$ cat src/design/jkrg_pkg.sv
package jkrg_pkg;

  // Item codes carried in the func field
  localparam logic FUNC_SEED = 1'b0;
  localparam logic FUNC_DRAW = 1'b1;

  // Generator constants
  localparam logic [31:0] WEYL_STEP  = 32'd1411392427;
  localparam logic [31:0] LOW31_MASK = 32'h7FFF_FFFF;

  // Silent draws after a reseed, and the width of the counter that runs them
  localparam int unsigned WARMUP_DRAWS = 1000;
  localparam int unsigned WARM_W = (WARMUP_DRAWS < 1) ? 1 : $clog2(WARMUP_DRAWS + 1);
  localparam logic [WARM_W-1:0] WARM_LOAD = WARM_W'(WARMUP_DRAWS);

  // Generator state words
  typedef struct packed {
    logic [31:0] add_state;
    logic [31:0] shift_state;
    logic [31:0] lag_word;
    logic [31:0] carry_word;
    logic        carry_bit;
  } jkrg_state_t;

  // One 13/17/5 xorshift32 round used by the seeding
  function automatic logic [31:0] xorshift_round(input logic [31:0] s_in);
    logic [31:0] s;
    s = s_in;
    s = s ^ (s << 13);
    s = s ^ (s >> 17);
    s = s ^ (s << 5);
    return s;
  endfunction

  // One draw: fallback, 5/7/22 xorshift, add-with-carry, Weyl step
  function automatic jkrg_state_t draw_step(input jkrg_state_t st,
                                            input logic [31:0] fallback);
    jkrg_state_t nx;
    logic [31:0] y;
    logic [31:0] t;
    y = (st.shift_state == 32'd0) ? fallback : st.shift_state;
    y = y ^ (y << 5);
    y = y ^ (y >> 7);
    y = y ^ (y << 22);
    t = st.lag_word + st.carry_word + {31'd0, st.carry_bit};
    nx.shift_state = y;
    nx.lag_word    = st.carry_word;
    nx.carry_bit   = t[31];
    nx.carry_word  = t & LOW31_MASK;
    nx.add_state   = st.add_state + WEYL_STEP;
    return nx;
  endfunction

endpackage

$ cat src/design/jkrg_if.sv
// Request channel into the generator
interface jkrg_in_if;
  logic        valid;
  logic        ready;
  logic        func;
  logic [31:0] seed_value;

  modport source (output valid, output func, output seed_value, input ready);
  modport sink   (input valid, input func, input seed_value, output ready);
endinterface

// Result channel out of the generator
interface jkrg_out_if;
  logic        valid;
  logic        ready;
  logic [15:0] value;

  modport source (output valid, output value, input ready);
  modport sink   (input valid, input value, output ready);
endinterface

$ cat src/design/jkiss32_random_generator.sv
// JKISS32-style generator with a 16-bit result. A draw request (func = 1)
// advances the state in the cycle it is accepted, and the value appears in
// the result register on the next cycle, so draws stream at one per clock
// while the result side keeps taking them. A seed request (func = 0) returns
// no value; it loads the four state words from the seed and then runs 1000
// silent draws on the same step logic, one per clock, during which
// in_ch.ready stays low. The zero fallback register is written through
// cfg_wr_en/cfg_wr_data and should only change while no request is in flight.
module jkiss32_random_generator (
  input  logic        clk,
  input  logic        rst_n,
  jkrg_in_if.sink     in_ch,
  jkrg_out_if.source  out_ch,
  input  logic        cfg_wr_en,
  input  logic [31:0] cfg_wr_data
);
  import jkrg_pkg::*;

  jkrg_state_t       st_r, st_nxt;
  jkrg_state_t       drawn;
  jkrg_state_t       seeded;
  logic [31:0]       fallback_r;
  logic [WARM_W-1:0] warm_cnt_r, warm_cnt_nxt;
  logic              out_valid_r, out_valid_nxt;
  logic [15:0]       out_value_r;
  logic [31:0]       draw_sum;
  logic [31:0]       s1, s2, s3, s4;
  logic              busy;
  logic              in_acc;
  logic              draw_acc;

  // Stall requests during warm-up or while the result register is blocked
  assign busy        = (warm_cnt_r != '0);
  assign in_ch.ready = !busy && (!out_valid_r || out_ch.ready);
  assign in_acc      = in_ch.valid && in_ch.ready;
  assign draw_acc    = in_acc && (in_ch.func == FUNC_DRAW);

  // Draw step from the current state
  assign drawn    = draw_step(st_r, fallback_r);
  assign draw_sum = drawn.add_state + drawn.shift_state + drawn.carry_word;

  // Seed chain: four xorshift rounds give the four words
  assign s1 = xorshift_round(in_ch.seed_value);
  assign s2 = xorshift_round(s1);
  assign s3 = xorshift_round(s2);
  assign s4 = xorshift_round(s3);

  always_comb begin
    seeded.add_state   = s1;
    seeded.shift_state = s2;
    seeded.lag_word    = s3;
    seeded.carry_word  = s4;
    seeded.carry_bit   = 1'b0;
  end

  // Advance the state: warm-up draws first, then accepted requests
  always_comb begin
    st_nxt       = st_r;
    warm_cnt_nxt = warm_cnt_r;
    if (busy) begin
      st_nxt       = drawn;
      warm_cnt_nxt = warm_cnt_r - WARM_W'(1);
    end else if (in_acc) begin
      if (in_ch.func == FUNC_DRAW) begin
        st_nxt = drawn;
      end else begin
        st_nxt       = seeded;
        warm_cnt_nxt = WARM_LOAD;
      end
    end
  end

  // Hold the result until taken, load on a draw
  always_comb begin
    if (draw_acc) begin
      out_valid_nxt = 1'b1;
    end else if (out_ch.ready) begin
      out_valid_nxt = 1'b0;
    end else begin
      out_valid_nxt = out_valid_r;
    end
  end

  always_ff @(posedge clk) begin
    if (!rst_n) begin
      st_r        <= '0;
      warm_cnt_r  <= '0;
      out_valid_r <= 1'b0;
      fallback_r  <= '0;
    end else begin
      st_r        <= st_nxt;
      warm_cnt_r  <= warm_cnt_nxt;
      out_valid_r <= out_valid_nxt;
      if (cfg_wr_en) begin
        fallback_r <= cfg_wr_data;
      end
    end
  end

  // Result payload
  always_ff @(posedge clk) begin
    if (draw_acc) begin
      out_value_r <= draw_sum[31:16];
    end
  end

  assign out_ch.valid = out_valid_r;
  assign out_ch.value = out_value_r;

endmodule

$ cat src/flat_wrapper.sv
// flat-port wrapper written by rule: the top's interface ports become plain ports
module jkiss32_random_generator_flat import jkrg_pkg::*;
  (clk, rst_n, cfg_wr_en, cfg_wr_data, in_ch_valid, in_ch_func, in_ch_seed_value, in_ch_ready, out_ch_valid, out_ch_value, out_ch_ready);
  jkrg_in_if in_ch_i ();
  jkrg_out_if out_ch_i ();
  input  logic clk;
  input  logic rst_n;
  input  logic cfg_wr_en;
  input  logic [31:0] cfg_wr_data;
  input wire logic [$bits(in_ch_i.valid)-1:0] in_ch_valid;
  input wire logic [$bits(in_ch_i.func)-1:0] in_ch_func;
  input wire logic [$bits(in_ch_i.seed_value)-1:0] in_ch_seed_value;
  output wire logic [$bits(in_ch_i.ready)-1:0] in_ch_ready;
  output wire logic [$bits(out_ch_i.valid)-1:0] out_ch_valid;
  output wire logic [$bits(out_ch_i.value)-1:0] out_ch_value;
  input wire logic [$bits(out_ch_i.ready)-1:0] out_ch_ready;
  assign in_ch_i.valid = in_ch_valid;
  assign in_ch_i.func = in_ch_func;
  assign in_ch_i.seed_value = in_ch_seed_value;
  assign in_ch_ready = in_ch_i.ready;
  assign out_ch_valid = out_ch_i.valid;
  assign out_ch_value = out_ch_i.value;
  assign out_ch_i.ready = out_ch_ready;
  jkiss32_random_generator u_core (.clk(clk), .rst_n(rst_n), .in_ch(in_ch_i), .out_ch(out_ch_i), .cfg_wr_en(cfg_wr_en), .cfg_wr_data(cfg_wr_data));
endmodule
$ cat config.mk
export PLATFORM = sky130hd
export DESIGN_NAME = jkiss32_random_generator_flat
export DESIGN_NICKNAME = d
export VERILOG_FILES = /design/src/design/jkrg_pkg.sv /design/src/design/jkrg_if.sv /design/src/design/jkiss32_random_generator.sv /design/src/flat_wrapper.sv
export SDC_FILE = /design/constraint.sdc
export NUM_CORES = 1
export LEC_CHECK = 0
export ABC_AREA = 1
export BUFFER_PORTS_ARGS = -buffer_cell sky130_fd_sc_hd__buf_2
export CAP_MARGIN = 15
export CORE_ASPECT_RATIO = 1.5
export CORE_MARGIN = 5
export CORE_UTILIZATION = 50
export CTS_BUF_LIST = sky130_fd_sc_hd__clkbuf_8
export CTS_CLUSTER_SIZE = 30
export DETAILED_ROUTE_END_ITERATION = 8
export GPL_TIMING_DRIVEN = 0
export PLACE_DENSITY_LB_ADDON = 0.1
export SLEW_MARGIN = 10
export SYNTH_ARGS = -nofsm -noshare
export SYNTH_HDL_FRONTEND = slang
export SYNTH_SLANG_ARGS = --single-unit
$ cat constraint.sdc
create_clock -name clk -period 4.5 [get_ports clk]
set_input_delay 0.45 -clock clk [delete_from_list [all_inputs] [get_ports clk]]
set_output_delay 0.45 -clock clk [all_outputs]
set_load 0.005 [all_outputs]
==> run metrics <==
CORE AREA 35730 um^2; Yosys cell types 56; IO buf count 87; share of layout cells above drive strength 1 around a fifth; Post-Route Skew 0.03078 ns; crit-path cells nor4_4 -> nand4_1 -> nor2_2 -> buf_4 -> buf_2 -> nand2_1 -> nand2_1 -> xnor2_1 -> xnor2_2 -> xor2_2 -> inv_1 -> fa_1 -> inv_1 -> ha_1 -> inv_1 -> o31ai_1 -> a21oi_2 -> xnor2_1; Crit Path Max Fanout 4; DRC Markers 0; CP Launch Type flop; Synth top area share 19.95%; Max Cap Violations 0; vias in the first global route about 19k; Hold Worst Slack 0.1086 ns; compound-cell area share of the yosys netlist a little over an eighth; synth warn 0; all-layer global routing usage 38.28%; Final Max Tran Viols 0; adder-cell share of the synthesized area 7.834%; Detail Route Antenna Nets 0; TritonCTS clock tree yes; nets roughly 3.2k; failing checks setup timing; clk buf depth 2; remaining global-route overflow 0; Synth Area in XOR/XNOR 8.181%; die area 39940 um^2; drt wl/cell ~23 um; slowest CP cell xnor2_2; initial antenna violation count 3; Reg-to-Reg End u_core.out_ch.value[15]$_DFFE_PP_; unrepaired setup endpoints after global routing yes; setup ws final -0.6098 ns; Final setup viols 16; TritonCTS buffer count 17; Worst-Margin Slew between 1 and 1.5 ns; DR iter-0 viols about 2.0k; Synth Register Bits between 150 and 200; Reg clk slew, reported paths 0.13 ns; worst path arrival time approximately 5.4 ns; Tcrit/Tclk final 113.6%; die width 164.9 um; relative max-transition margin ~28%; WL final about 80000 um; HP Start cfg_wr_data[11]; Area Growth Syn to Fin 17.48%; sequential cell area fraction in the yosys report a little over a fifth; f_max 195.7 MHz; die height 242.3 um; Worst Hold Path EP u_core.fallback_r[11]$_SDFFE_PN0P_; biggest cell delay along the critical path 0.69 ns; area occupied by multi-input gates 13540 um^2; clk sink count 188; Bufs and invs on worst path 5; via-per-instance ratio slightly below 6; post-synthesis cell area 17980 um^2; largest net degree at the start of global routing 19; First-pass DRT Iterations 9; syn_nets 3031; synth top area cells nand2_1 (20%), dfxtp_1 (19%), inv_1 (6.5%); H-tree levels 4; CP top delay family XOR/XNOR gates; Simple-Gate Fraction of Synth Area 39.79%; IO Pins 88; CP required ~4.8 ns; largest family of logic cells by synthesized area simple AND/OR/NAND/NOR gates; worst-skew pair later-pin latency 0.55 ns; Register-to-Register Path Depth 18; Crit Path Category reg2reg; Clock Root Buffer clkbuf_8; register area 3936 um^2; outcome finished with violations; Starting Density between 50% and 60%; CP most frequent cell inv_1; Synth area leader nand2_1; Final GP Congestion between 1 and 1.5; vias between 20k and 25k; worst min path class in2reg; post-synthesis mux area share 0.06261%; Cells after Synth 2867; fin crit period between 5 and 6 ns; hold path cells 3; crit path capture type flop; first-pass GRT wire length approximately 110000 um; DP Wirelength 64860 um; synthesized area per cell 6.273 um^2; R2R setup slack -0.61 ns; row cnt 85; Critical R2R Launch u_core.st_r[81]$_SDFFE_PN0P_; final-report hold violation count 0; fill count 3463
==> cell families (layout without fill, tap and decap cells) <==
kind of cell    Yosys count  in the layout
mux                       1              1
fa+ha+maj                94             94
buf+inv                 429            605
simple gates           1594           1594
compound gates          402            402
xor+xnor                159            159
other cells               0              3
flops                   188            188
==> layer usage <==
| metal | track usage (%) | wire length (um) | vias to the layer above |
|---|---|---|---|
| met3 | 8.936 | 6413 | 371 |
| met2 | 63.00 | 36930 | 1077 |
| met5 | 0 | 13 | - |
| li1 | - | - | 9533 |
| met4 | 34.17 | 9222 | 2 |
| met1 | 39.84 | 27320 | 9332 |
==> flip-flops by register name, summed over array words and instances (netlist names) <==
register	cells
u_core.st_r	97
u_core.drawn	32
u_core.fallback_r	32
u_core.out_ch.value	16
u_core.warm_cnt_r	10
u_core.out_ch.valid	1
==> how the worst max path moves through the flow <==
stage                                       start                                 to  cells past startpoint  slack, ns
floorplan           u_core.drawn[33]$_SDFFE_PN0P_  u_core.out_ch.value[13]$_DFFE_PP_                     23       0.02
global placement     u_core.st_r[81]$_SDFFE_PN0P_  u_core.out_ch.value[14]$_DFFE_PP_                     26      -2.17
detailed placement   u_core.st_r[81]$_SDFFE_PN0P_  u_core.out_ch.value[12]$_DFFE_PP_                     25      -1.56
CTS                  u_core.st_r[80]$_SDFFE_PN0P_  u_core.out_ch.value[14]$_DFFE_PP_                     29      -0.36
global route         u_core.st_r[77]$_SDFFE_PN0P_  u_core.out_ch.value[12]$_DFFE_PP_                     19      -0.70
finish               u_core.st_r[81]$_SDFFE_PN0P_  u_core.out_ch.value[15]$_DFFE_PP_                     18      -0.61
==> layout by cell type, fill, tap and decap left out, types with 50 or more instances in the layout <==
cell,instances
nand2_2,159
nand2_1,931
xor2_1,66
inv_2,50
a21oi_1,127
dfxtp_1,166
buf_2,101
ha_1,54
o21ai_0,87
nor2_1,151
inv_1,307
nand3_1,216
==> area by class of cell <==
type                            count  share of cell area (%)
Tap cell                          478                   2.831
Sequential cell                   188                   18.63
Clock buffer                       19                   1.238
Multi-Input combinational cell   2250                   64.06
Antenna cell                        3                 0.03553
Clock inverter                     13                  0.6988
Inverter                          362                   6.478
Timing Repair Buffer              144                   4.601
Buffer                             67                   1.427
==> Yosys cell counts, drive strengths merged <==
master and instances:
a22o 2, a21o 5, o21ai 102, clkbuf 45
o21bai 3, mux2 1, nand4 12, ha 63
clkinv 1, o221ai 13, xor2 102, o31ai 2
o2111ai 1, or2 17, nor3 20, o211ai 9
dfxtp 172, a21boi 2, nand3 246, xnor2 57
a31oi 37, o41ai 1, nor3b 2, a2bb2oi 1
a22oi 44, a221oi 4, a21oi 152, nor4 14
edfxtp 16, and3 1, inv 361, a211oi 3
o21a 9, nand3b 3, buf 22, o22ai 12
fa 31, nand2 1123, nor2 156
==> through the flow <==
stage | worst slack, ns | util, % | area, um^2 | TNS [ns] | cells
3_3_place_gp | -2.172 | 53.22 | 19020 | -33.49 | 3432
2_1_floorplan | 0.01581 | - | 17980 | 0 | 2867
4_1_cts | -0.3577 | 56.79 | 20290 | -3.492 | 3494
3_5_place_dp | -1.556 | 53.31 | 19050 | -19.17 | 3434
6_report | -0.6098 | 59.13 | 21130 | -4.982 | 3524
5_1_grt | -0.7027 | 59.11 | 21120 | -6.164 | 3522
==> tightest hold or removal path: stages <==
cell	delay (ns)
buf_2	0.07
nor2_1	0.03
nor2_1	0.08
==> repair_timing <==
item / CTS / global route
cloned: 2 / 0
pin swaps: 32 / 53
hold buffers: 0 / 0
setup buffers: 27 / 27
resized for setup: 108 / 101
setup endpoints to repair: 16 / 16
Power is not shown: default switching activity piles up to over one toggle a cycle in this logic, so the estimate is an artifact.
